--- src/hw/rtl/ple_pkg.sv ---
// ----------------------------------------------------------------------------
// ple_pkg
// Types and constants shared by the parallel LED SPI bit encoder.
// ----------------------------------------------------------------------------
package ple_pkg;

  localparam int unsigned LANES        = 4;
  localparam int unsigned PIX_W        = 24;
  localparam int unsigned CHAN_W       = 8;
  localparam int unsigned GROUP_BYTES  = 48;
  localparam int unsigned CNT_W        = $clog2(GROUP_BYTES);
  localparam int unsigned CFG_DATA_W   = 3;
  localparam int unsigned CFG_IDX_W    = 1;

  // register indexes
  localparam logic [CFG_IDX_W-1:0] CFG_LANES_IN_USE = 1'b0;
  localparam logic [CFG_IDX_W-1:0] CFG_COLOUR_ORDER = 1'b1;

  // request types
  localparam logic REQ_ENCODE = 1'b0;
  localparam logic REQ_GUARD  = 1'b1;

  // colour orders
  localparam logic ORDER_RGB = 1'b0;
  localparam logic ORDER_GRB = 1'b1;

  // channel slots within a group
  localparam logic [1:0] CH_FIRST  = 2'd0;
  localparam logic [1:0] CH_SECOND = 2'd1;
  localparam logic [1:0] CH_BLUE   = 2'd2;

  localparam logic [2:0] BIT_MSB = 3'd7;

  localparam logic [2:0] LANES_RESET = 3'd4;
  localparam logic       ORDER_RESET = ORDER_GRB;

  typedef struct packed {
    logic              req_type;
    logic [LANES-1:0]  lane_present;
    logic [PIX_W-1:0]  pixel_lane_a;
    logic [PIX_W-1:0]  pixel_lane_b;
    logic [PIX_W-1:0]  pixel_lane_c;
    logic [PIX_W-1:0]  pixel_lane_d;
  } ple_in_t;

  typedef struct packed {
    logic [7:0] spi_byte;
    logic       last_byte;
  } ple_out_t;

  typedef struct packed {
    logic [2:0] lanes_in_use;
    logic       colour_order;
  } ple_cfg_t;

endpackage

--- src/hw/rtl/ple_stream_if.sv ---
// ----------------------------------------------------------------------------
// ple stream interfaces
// Valid/ready channels for pixel group requests and encoded SPI bytes.
// ----------------------------------------------------------------------------
interface ple_in_if;
  logic             valid;
  logic             ready;
  ple_pkg::ple_in_t data;

  modport source (output valid, output data, input ready);
  modport sink   (input valid, input data, output ready);
endinterface

interface ple_out_if;
  logic              valid;
  logic              ready;
  ple_pkg::ple_out_t data;

  modport source (output valid, output data, input ready);
  modport sink   (input valid, input data, output ready);
endinterface

--- src/hw/rtl/parallel_led_spi_bit_encoder.sv ---
// ----------------------------------------------------------------------------
// parallel_led_spi_bit_encoder
// Transposes a four-lane pixel group into 48 SPI bytes, or emits a guard run.
//
//   channel  dir   payload                                  per item
//   in_i     sink  req_type, lane_present, pixel_lane_a..d  one request
//   out_o    src   spi_byte, last_byte                      48 or GUARD_LEN bytes
//   cfg      in    cfg_we_i, cfg_idx_i, cfg_wdata_i         one register write
//
// one byte per cycle from the position counter while out_o is not stalled;
// an encode runs 48 bytes, a guard run GUARD_LEN bytes, and the next request
// is taken in the cycle its predecessor's last byte enters the output register.
// first byte is formed from the registered request, then enters the output register.
// out_o stalls hold the output register and the counter.
// reset clears control state and loads the register defaults.
// ----------------------------------------------------------------------------
module parallel_led_spi_bit_encoder #(
  parameter int unsigned MAX_LANES = 4,
  parameter int unsigned GUARD_LEN = 16
) (
  input  logic                              clk_i,
  input  logic                              rst_ni,
  ple_in_if.sink                            in_i,
  ple_out_if.source                         out_o,
  input  logic                              cfg_we_i,
  input  logic [ple_pkg::CFG_IDX_W-1:0]     cfg_idx_i,
  input  logic [ple_pkg::CFG_DATA_W-1:0]    cfg_wdata_i
);

  ple_pkg::ple_cfg_t          cfg_q;
  ple_pkg::ple_in_t           item_q;
  logic                       busy_q, busy_d;
  logic [ple_pkg::CNT_W-1:0]  cnt_q, cnt_d;
  ple_pkg::ple_out_t          out_q;
  logic                       out_valid_q, out_valid_d;
  ple_pkg::ple_out_t          gen;
  logic                       advance;
  logic                       accept;

  always_ff @(posedge clk_i or negedge rst_ni) begin
    if (!rst_ni) begin
      cfg_q.lanes_in_use <= ple_pkg::LANES_RESET;
      cfg_q.colour_order <= ple_pkg::ORDER_RESET;
    end else if (cfg_we_i) begin
      unique case (cfg_idx_i)
        ple_pkg::CFG_LANES_IN_USE: cfg_q.lanes_in_use <= cfg_wdata_i;
        ple_pkg::CFG_COLOUR_ORDER: cfg_q.colour_order <= cfg_wdata_i[0];
      endcase
    end
  end

  ple_byte_enc #(
    .MAX_LANES (MAX_LANES),
    .GUARD_LEN (GUARD_LEN)
  ) u_byte_enc (
    .item_i (item_q),
    .cfg_i  (cfg_q),
    .pos_i  (cnt_q),
    .byte_o (gen)
  );

  assign advance    = busy_q && (!out_valid_q || out_o.ready);
  assign in_i.ready = !busy_q || (advance && gen.last_byte);
  assign accept     = in_i.valid && in_i.ready;

  always_comb begin
    busy_d = busy_q;
    cnt_d  = cnt_q;
    if (advance) begin
      busy_d = !gen.last_byte;
      cnt_d  = gen.last_byte ? '0 : cnt_q + 1'b1;
    end
    if (accept) begin
      busy_d = 1'b1;
      cnt_d  = '0;
    end
  end

  always_comb begin
    out_valid_d = out_valid_q;
    if (advance) begin
      out_valid_d = 1'b1;
    end else if (out_o.ready) begin
      out_valid_d = 1'b0;
    end
  end

  always_ff @(posedge clk_i or negedge rst_ni) begin
    if (!rst_ni) begin
      busy_q      <= 1'b0;
      cnt_q       <= '0;
      out_valid_q <= 1'b0;
    end else begin
      busy_q      <= busy_d;
      cnt_q       <= cnt_d;
      out_valid_q <= out_valid_d;
    end
  end

  always_ff @(posedge clk_i) begin
    if (accept) begin
      item_q <= in_i.data;
    end
    if (advance) begin
      out_q <= gen;
    end
  end

  assign out_o.valid = out_valid_q;
  assign out_o.data  = out_q;

endmodule

--- src/hw/rtl/ple_byte_enc.sv ---
// ----------------------------------------------------------------------------
// ple_byte_enc
// Forms one SPI byte of a pixel group or guard run from its byte position.
// ----------------------------------------------------------------------------
module ple_byte_enc #(
  parameter int unsigned MAX_LANES = 4,
  parameter int unsigned GUARD_LEN = 16
) (
  input  ple_pkg::ple_in_t                item_i,
  input  ple_pkg::ple_cfg_t               cfg_i,
  input  logic [ple_pkg::CNT_W-1:0]       pos_i,
  output ple_pkg::ple_out_t               byte_o
);

  logic [ple_pkg::PIX_W-1:0]  pix [ple_pkg::LANES];
  logic [ple_pkg::CHAN_W-1:0] chan [ple_pkg::LANES];
  logic [2:0]                 active;
  logic [2:0]                 bit_idx;
  logic [3:0]                 upper;
  logic [3:0]                 ones;

  assign pix[0] = item_i.pixel_lane_a;
  assign pix[1] = item_i.pixel_lane_b;
  assign pix[2] = item_i.pixel_lane_c;
  assign pix[3] = item_i.pixel_lane_d;

  assign active  = (cfg_i.lanes_in_use > 3'(MAX_LANES)) ? 3'(MAX_LANES) : cfg_i.lanes_in_use;
  assign bit_idx = ple_pkg::BIT_MSB - pos_i[3:1];

  always_comb begin
    for (int i = 0; i < ple_pkg::LANES; i++) begin
      unique case (pos_i[5:4])
        ple_pkg::CH_FIRST: begin
          chan[i] = (cfg_i.colour_order == ple_pkg::ORDER_RGB) ? pix[i][23:16] : pix[i][15:8];
        end
        ple_pkg::CH_SECOND: begin
          chan[i] = (cfg_i.colour_order == ple_pkg::ORDER_RGB) ? pix[i][15:8] : pix[i][23:16];
        end
        ple_pkg::CH_BLUE: begin
          chan[i] = pix[i][7:0];
        end
        default: begin
          chan[i] = '0;
        end
      endcase
      upper[i] = (3'(i) < active);
      ones[i]  = upper[i] & item_i.lane_present[i] & chan[i][bit_idx];
    end
  end

  always_comb begin
    if (item_i.req_type == ple_pkg::REQ_GUARD) begin
      byte_o.spi_byte  = '0;
      byte_o.last_byte = (pos_i == ple_pkg::CNT_W'(GUARD_LEN - 1));
    end else begin
      byte_o.spi_byte  = pos_i[0] ? 8'h00 : {upper, ones};
      byte_o.last_byte = (pos_i == ple_pkg::CNT_W'(ple_pkg::GROUP_BYTES - 1));
    end
  end

endmodule

--- src/flat_wrapper.sv ---
// flat-port wrapper written by rule: the top's interface ports become plain ports
module parallel_led_spi_bit_encoder_flat 
#(
  parameter int unsigned MAX_LANES = 4,
  parameter int unsigned GUARD_LEN = 16
)
  (clk_i, rst_ni, cfg_we_i, cfg_idx_i, cfg_wdata_i, in_i_valid, in_i_data, in_i_ready, out_o_valid, out_o_data, out_o_ready);
  ple_in_if in_i_i ();
  ple_out_if out_o_i ();
  input  logic clk_i;
  input  logic rst_ni;
  input  logic cfg_we_i;
  input  logic [ple_pkg::CFG_IDX_W-1:0] cfg_idx_i;
  input  logic [ple_pkg::CFG_DATA_W-1:0] cfg_wdata_i;
  input wire logic [$bits(in_i_i.valid)-1:0] in_i_valid;
  input wire logic [$bits(in_i_i.data)-1:0] in_i_data;
  output wire logic [$bits(in_i_i.ready)-1:0] in_i_ready;
  output wire logic [$bits(out_o_i.valid)-1:0] out_o_valid;
  output wire logic [$bits(out_o_i.data)-1:0] out_o_data;
  input wire logic [$bits(out_o_i.ready)-1:0] out_o_ready;
  assign in_i_i.valid = in_i_valid;
  assign in_i_i.data = in_i_data;
  assign in_i_ready = in_i_i.ready;
  assign out_o_valid = out_o_i.valid;
  assign out_o_data = out_o_i.data;
  assign out_o_i.ready = out_o_ready;
  parallel_led_spi_bit_encoder #(.MAX_LANES(MAX_LANES), .GUARD_LEN(GUARD_LEN)) u_core (.clk_i(clk_i), .rst_ni(rst_ni), .in_i(in_i_i), .out_o(out_o_i), .cfg_we_i(cfg_we_i), .cfg_idx_i(cfg_idx_i), .cfg_wdata_i(cfg_wdata_i));
endmodule
--- config.mk ---
export PLATFORM = sky130hd
export DESIGN_NAME = parallel_led_spi_bit_encoder_flat
export DESIGN_NICKNAME = d
export VERILOG_FILES = /design/src/hw/rtl/ple_pkg.sv /design/src/hw/rtl/ple_stream_if.sv /design/src/hw/rtl/parallel_led_spi_bit_encoder.sv /design/src/hw/rtl/ple_byte_enc.sv /design/src/flat_wrapper.sv
export SDC_FILE = /design/constraint.sdc
export NUM_CORES = 1
export LEC_CHECK = 0
export BUFFER_PORTS_ARGS = -buffer_cell sky130_fd_sc_hd__clkbuf_2
export CAP_MARGIN = 0
export CELL_PAD_IN_SITES_DETAIL_PLACEMENT = 1
export CELL_PAD_IN_SITES_GLOBAL_PLACEMENT = 1
export CORE_MARGIN = 3
export CORE_UTILIZATION = 44
export CTS_CLUSTER_SIZE = 20
export DETAILED_ROUTE_END_ITERATION = 8
export PLACE_DENSITY = 0.82
export RECOVER_POWER = 100
export SLEW_MARGIN = 30
export SYNTH_ARGS = -nofsm -noshare
export SYNTH_HDL_FRONTEND = slang
export SYNTH_HIERARCHICAL = 1
export SYNTH_SLANG_ARGS = --single-unit
--- constraint.sdc ---
create_clock -name clk_i -period 4.75 [get_ports clk_i]
set_input_delay 0.475 -clock clk_i [delete_from_list [all_inputs] [get_ports clk_i]]
set_output_delay 0.475 -clock clk_i [all_outputs]
set_load 0.03 [all_outputs]
### Word level (Yosys, flattened, before mapping)

Cells that the tools add are included.
W data, S select, Z words.

| storage, ports and cells | value |
|---|---|
| memory bits (read-only) | 0 |
| RAM bits | 0 |
| memories | 0 |
| bits in registers | 122 |
| bits in latches | 0 |
| word-level logic and storage cells | 77 |

| operators by class | value |
|---|---|
| reductions and logical operators | 14 |
| add/subtract/negate cells | 2 |
| multiplexer cells | 29 |
| multiply operators | 0 |
| equal/unequal tests | 4 |
| shift-type cells | 0 |
| $lt $le $gt $ge | 6 |
| divide/modulo/power cells | 0 |
| bitwise gates (word level) | 9 |

Operators with widths:

| kind | count |
|---|---|
| $pmux W8 S3 | 4 |
| $mux W8 | 8 |
| $mux W6 | 3 |
| $bmux W1 S3 | 4 |
| $mux W1 | 9 |
| $and A1 B1 Y1 | 8 |
| $add A6 B1 Y6 const B | 1 |
| $eq A6 B4 Y1 const B | 1 |
| $eq A6 B6 Y1 const B | 1 |
| $lt A1 B3 Y1 const A | 2 |
| $lt A2 B3 Y1 const A | 2 |
| $lt A3 B4 Y1 const B | 1 |
| $reduce_and A2 Y1 | 2 |
| $reduce_bool A2 Y1 | 2 |
| $gt A3 B3 Y1 const B | 1 |
| $logic_and A1 B1 Y1 | 3 |
| $logic_not A1 Y1 | 3 |
| $mux W3 | 1 |
| $sub A3 B3 Y3 const A | 1 |
| $eq A2 B1 Y1 const B | 1 |
| $eq A2 B2 Y1 const B | 1 |
| $logic_not A2 Y1 | 1 |
| $logic_or A1 B1 Y1 | 2 |
| $reduce_or A2 Y1 | 1 |
| $not A1 Y1 | 1 |

### Longest topological paths before layout

| logic depth | value |
|---|---|
| depth after elaboration | 7 |
| gate-level depth with buffers | 8 |

### Modules after synthesis

The synthesis kept the hierarchy.

By module, submodules not included:

| module | area an instance (um^2) | cells an instance | seq. area each (um^2) | times used |
|---|---|---|---|---|
| parallel_led_spi_bit_encoder | 3921.3 | 164 | 3606.0 | 1 |
| ple_byte_enc | 1098.6 | 141 | 0.0 | 1 |

### Worst setup path before layout

OpenSTA, ideal clock, no wires.

| timing path | value |
|---|---|
| path type | register to register |
| from | register u_core/cnt_q[1] in the netlist's numbering |
| to | register u_core/item_q[0] in the netlist's numbering, enable pin |
| buffers on the path | 3 |
| slack | 136 ps |
| cell stages (with the launch flop) | 9 |
| required time | 4279 ps |
| data arrival time | 4143 ps |
| cell sequence | dfrtp_1 -> buf_2 -> buf_4 -> buf_4 -> nand3b_1 -> nor3_1 -> nand2_1 -> nand2_1 -> and2_1 |

RTL lines:

| element | line | RTL |
|---|---|---|
| start: declaration | parallel_led_spi_bit_encoder.sv:33 | `logic [ple_pkg::CNT_W-1:0] cnt_q, cnt_d;` |
| start signal: assignment | parallel_led_spi_bit_encoder.sv:95 | `cnt_q <= cnt_d;` |
| end signal: assignment | parallel_led_spi_bit_encoder.sv:102 | `item_q <= in_i.data;` |
| end: declaration | parallel_led_spi_bit_encoder.sv:31 | `ple_pkg::ple_in_t item_q;` |

### Worst setup path in the final report

| timing path | value |
|---|---|
| from | register u_core/cnt_q[1] in the netlist's numbering |
| to | register u_core.out_q, in the netlist u_core/out_o.data[1], data pin |

| between the ends | value |
|---|---|
| cells in the longest elaborated chain, start to end | 4 |

Ends and longest elaborated chain:

| element | line | RTL |
|---|---|---|
| $sub A3 B3 Y3 | ple_byte_enc.sv:28 | `assign bit_idx = ple_pkg::BIT_MSB - pos_i[3:1];` |
| $bmux W1 S3 | ple_byte_enc.sv:47 | `ones[i] = upper[i] & item_i.lane_present[i] & chan[i][bit_idx];` |
| $mux W1 (implied by the code) | ple_byte_enc.sv:47 |  |
| $and A1 B1 Y1 | ple_byte_enc.sv:47 |  |
| end signal: assignment | parallel_led_spi_bit_encoder.sv:105 | `out_q <= gen;` |
| end: declaration | parallel_led_spi_bit_encoder.sv:34 | `ple_pkg::ple_out_t out_q;` |

No other way between the ends. The select of a mux whose other input is x is not followed.
A chain may end at the register's enable or synchronous reset.

==> flow_summary.ini <==
[run_status]
status = finished with violations
violations = max-capacitance violations, max-slew violations

[clocking]
clock_path_buffers = 2
clk_pin_slew_ps = 60
cts_tree = done
cts-buffers-inserted = 17
htree_num_levels = 4
clock-sinks = 122
clock_latency_ps = 410
cts_resized = 0
cts_root_buffer = clkbuf_16

[power]
switchingPower_mw = 1.01
pwr-share-seq = 0.373
power_report.internal_total_mw = 2.51
combPwrFrac = 0.237
max-vdd-ir-drop_uv = 295
p_clk_frac = 0.390
netSwitchingFraction = 0.286
power.leakage_nw = 2.34
powerDensity_nw_per_um2 = 557

[worst_setup_path]
crit_fanout = 52
worstSetupPathType = reg2reg
r2r_slack_ps = 1580
reg2regPathDepth = 6
start_kind = register
required_ps = 4920
r2r_start = u_core/cnt_q[1]
end_kind = register
crit_arrival_ps = 3330
rr_endpoint = u_core/out_o.data[1]

[timing]
fin_setup_tns_ps = 0
hold_ws_ps = 234
clock_skew_ps = 8.36
period_share = 0.667
setup_viol = 0
period_needed_ps = 3170
hold_violations = 0
fmax_mhz = 316
worst_pin_slew_ps = 1670
rsz0062_at_grt = no
slew_viol_final = 53
relSlewSlack = -0.112

[min_path]
hold_path_class = in2reg
hold_end = u_core/item_q[91]
min_from = in_i_data[91]
min_path_cells = 1

[cells_and_area]
drive_above_1_share = 0.291
antenna_cells = 0
area_delta_synth_final_pct = 25.8
final_net_count = 544
fill_cells = 1071
stdcell_count = 586
final_area_um2 = 6320

[synth]
synth_fp_nets = 416
synth-seq-area-share = 0.718
ys_ff_latch = 122
netlist_instances = 305
yosys_warnings = 6
post_synth.cell_area_avg_um2 = 16.5
synth_top_area_share = 0.658
syn_area_um2 = 5020
yosys-top-cells-area = edfxtp_1, mux2i_1, dfrtp_1
yosys.cell_types.count = 41
synth_top_area_cell = edfxtp_1

[floorplan]
rows = 38
start_util = 0.457
die_h_um = 113
die_area_um2 = 12700
die_w_um = 113
core_area_um2 = 11000
ios = 121

[detailed_routing]
vias = 3140
dr.pass1.iters = 4
drc_errors = 0
drt_iter0_drc = 192
ant_nets = 0
routed_via_density = 5.36
wl_per_cell_um = 21.3
wl_um = 12500

[place]
port_buffers = 120
post_dp_cell_area_um2 = 5730
dp.cells = 553
dp_hpwl_um = 8800
place_congestion = 0.814

[global_route]
antenna_found_initial = 0
grt_pass1_wl_um = 19200
grt_max_degree = 54
grt_overflow = 0
grt_pass1_vias = 3497
grt.total_usage = 0.205

[run]
maxCapViolations = 1
## layout by cell type (no fill, tap or decap), drive strengths merged
master / instances
mux2i: 48
xnor2: 5
mux2: 5
o31a: 1
nor3: 32
and3b: 1
inv: 1
o311ai: 4
o32ai: 9
bufinv: 5
nor4b: 1
dfstp: 2
clkbuf: 139
nand3b: 2
clkinv: 6
a21oi: 1
nor2: 10
nor4: 5
nand2b: 4
clkinvlp: 3
nor2b: 3
o21bai: 4
o21ai: 9
o21a: 1
xor2: 1
edfxtp: 110
buf: 2
a22o: 3
and4: 4
dfrtp: 10
nor3b: 1
ha: 1
a31o: 1
dlygate4sd3: 1
and2: 3
nand2: 7
nand3: 1
## cells by family after synthesis
kind of cell | synth area share
AO/OA/AOI/OAI | 0.0489
adder cells (fa/ha/maj) | 0.00249
multiplexers | 0.107
flip-flops | 0.718
AND/OR/NAND/NOR | 0.0877
XOR/XNOR | 0.0135
buffers and inverters | 0.0222
## worst max-delay path: stages, from the launching register on
cell and delay [ps]:
dfrtp_2 360, clkbuf_2 1180, mux2i_1 340, nor2_1 90, nor4_1 390, o311ai_0 250
and4_1 270
## registers in the layout (all words and copies together) (netlist names)
| signal | count |
|---|---|
| u_core/item_q | 101 |
| u_core/out_o.data | 9 |
| u_core/cnt_q | 6 |
| u_core/cfg_q | 4 |
| u_core/busy_q | 1 |
| u_core/out_o.valid | 1 |
## cells in the mapped netlist, drive strengths merged
cell type  instances
edfxtp           110
mux2i             48
nor3              32
buf               14
dfrtp             10
nor2              10
o21ai              9
o32ai              9
nand2              7
mux2               5
nor4               5
xnor2              5
and4               4
nand2b             4
o21bai             4
o311ai             4
a22o               3
and2               3
nor2b              3
dfstp              2
nand3b             2
a21oi              1
a31o               1
and3b              1
clkbuf             1
ha                 1
inv                1
nand3              1
nor3b              1
nor4b              1
o21a               1
o31a               1
xor2               1
## worst max-delay path by stage
stage | slack, ps | cells past startpoint | endpoint | from
floorplan | 140 | 8 | u_core/item_q[0] | u_core/cnt_q[1]
global placement | 1930 | 6 | u_core/item_q[27] | u_core/cnt_q[2]
detailed placement | 1710 | 6 | u_core/item_q[32] | u_core/cnt_q[2]
CTS | 1620 | 6 | u_core/item_q[40] | u_core/cnt_q[2]
global route | 1380 | 6 | u_core/item_q[33] | u_core/cnt_q[2]
finish | 1580 | 6 | u_core/out_o.data[1] | u_core/cnt_q[1]
## metrics by stage
| step | utilization | worst slack [ps] | total power, mW |
|---|---|---|---|
| global route | 0.575 | 1380 | 3.67 |
| CTS | 0.580 | 1620 | 3.54 |
| global placement | 0.521 | 1930 | 2.11 |
| floorplan | - | 136 | 1.95 |
| finish | 0.575 | 1580 | 3.52 |
| detailed placement | 0.521 | 1710 | 2.15 |
## metal layers
layer  GRT usage  up-vias  share of wire
met4      0.0713        0          0.011
met2       0.361      109           0.54
met1       0.239     1557           0.40
met3      0.0604       11          0.056
met5           0        -              0
li1            -     1463              -
## timing repair
item,in CTS,in global routing
hold buffers,1,0
buffers inserted,0,0
endpoints found under the hold margin,10,0
## power groups by stage
stage	registers [mW]	logic (mW)	clock network [mW]
floorplan	1.33	0.618	0
global placement	1.33	0.786	0
detailed placement	1.34	0.813	0
CTS	1.32	0.829	1.39
global route	1.32	0.894	1.45
finish	1.31	0.833	1.37
## area by class of cell
cell class              count  area, um^2  area share
inverters                   1        3.75    0.000594
clock buffers              18         429      0.0679
clock inverters            14         203      0.0321
multi-input cells         167        1300       0.206
well taps                 140         175      0.0277
repair buffers            124         599      0.0949
flip-flops and latches    122        3610       0.571
(Power assumes the default switching activity.)
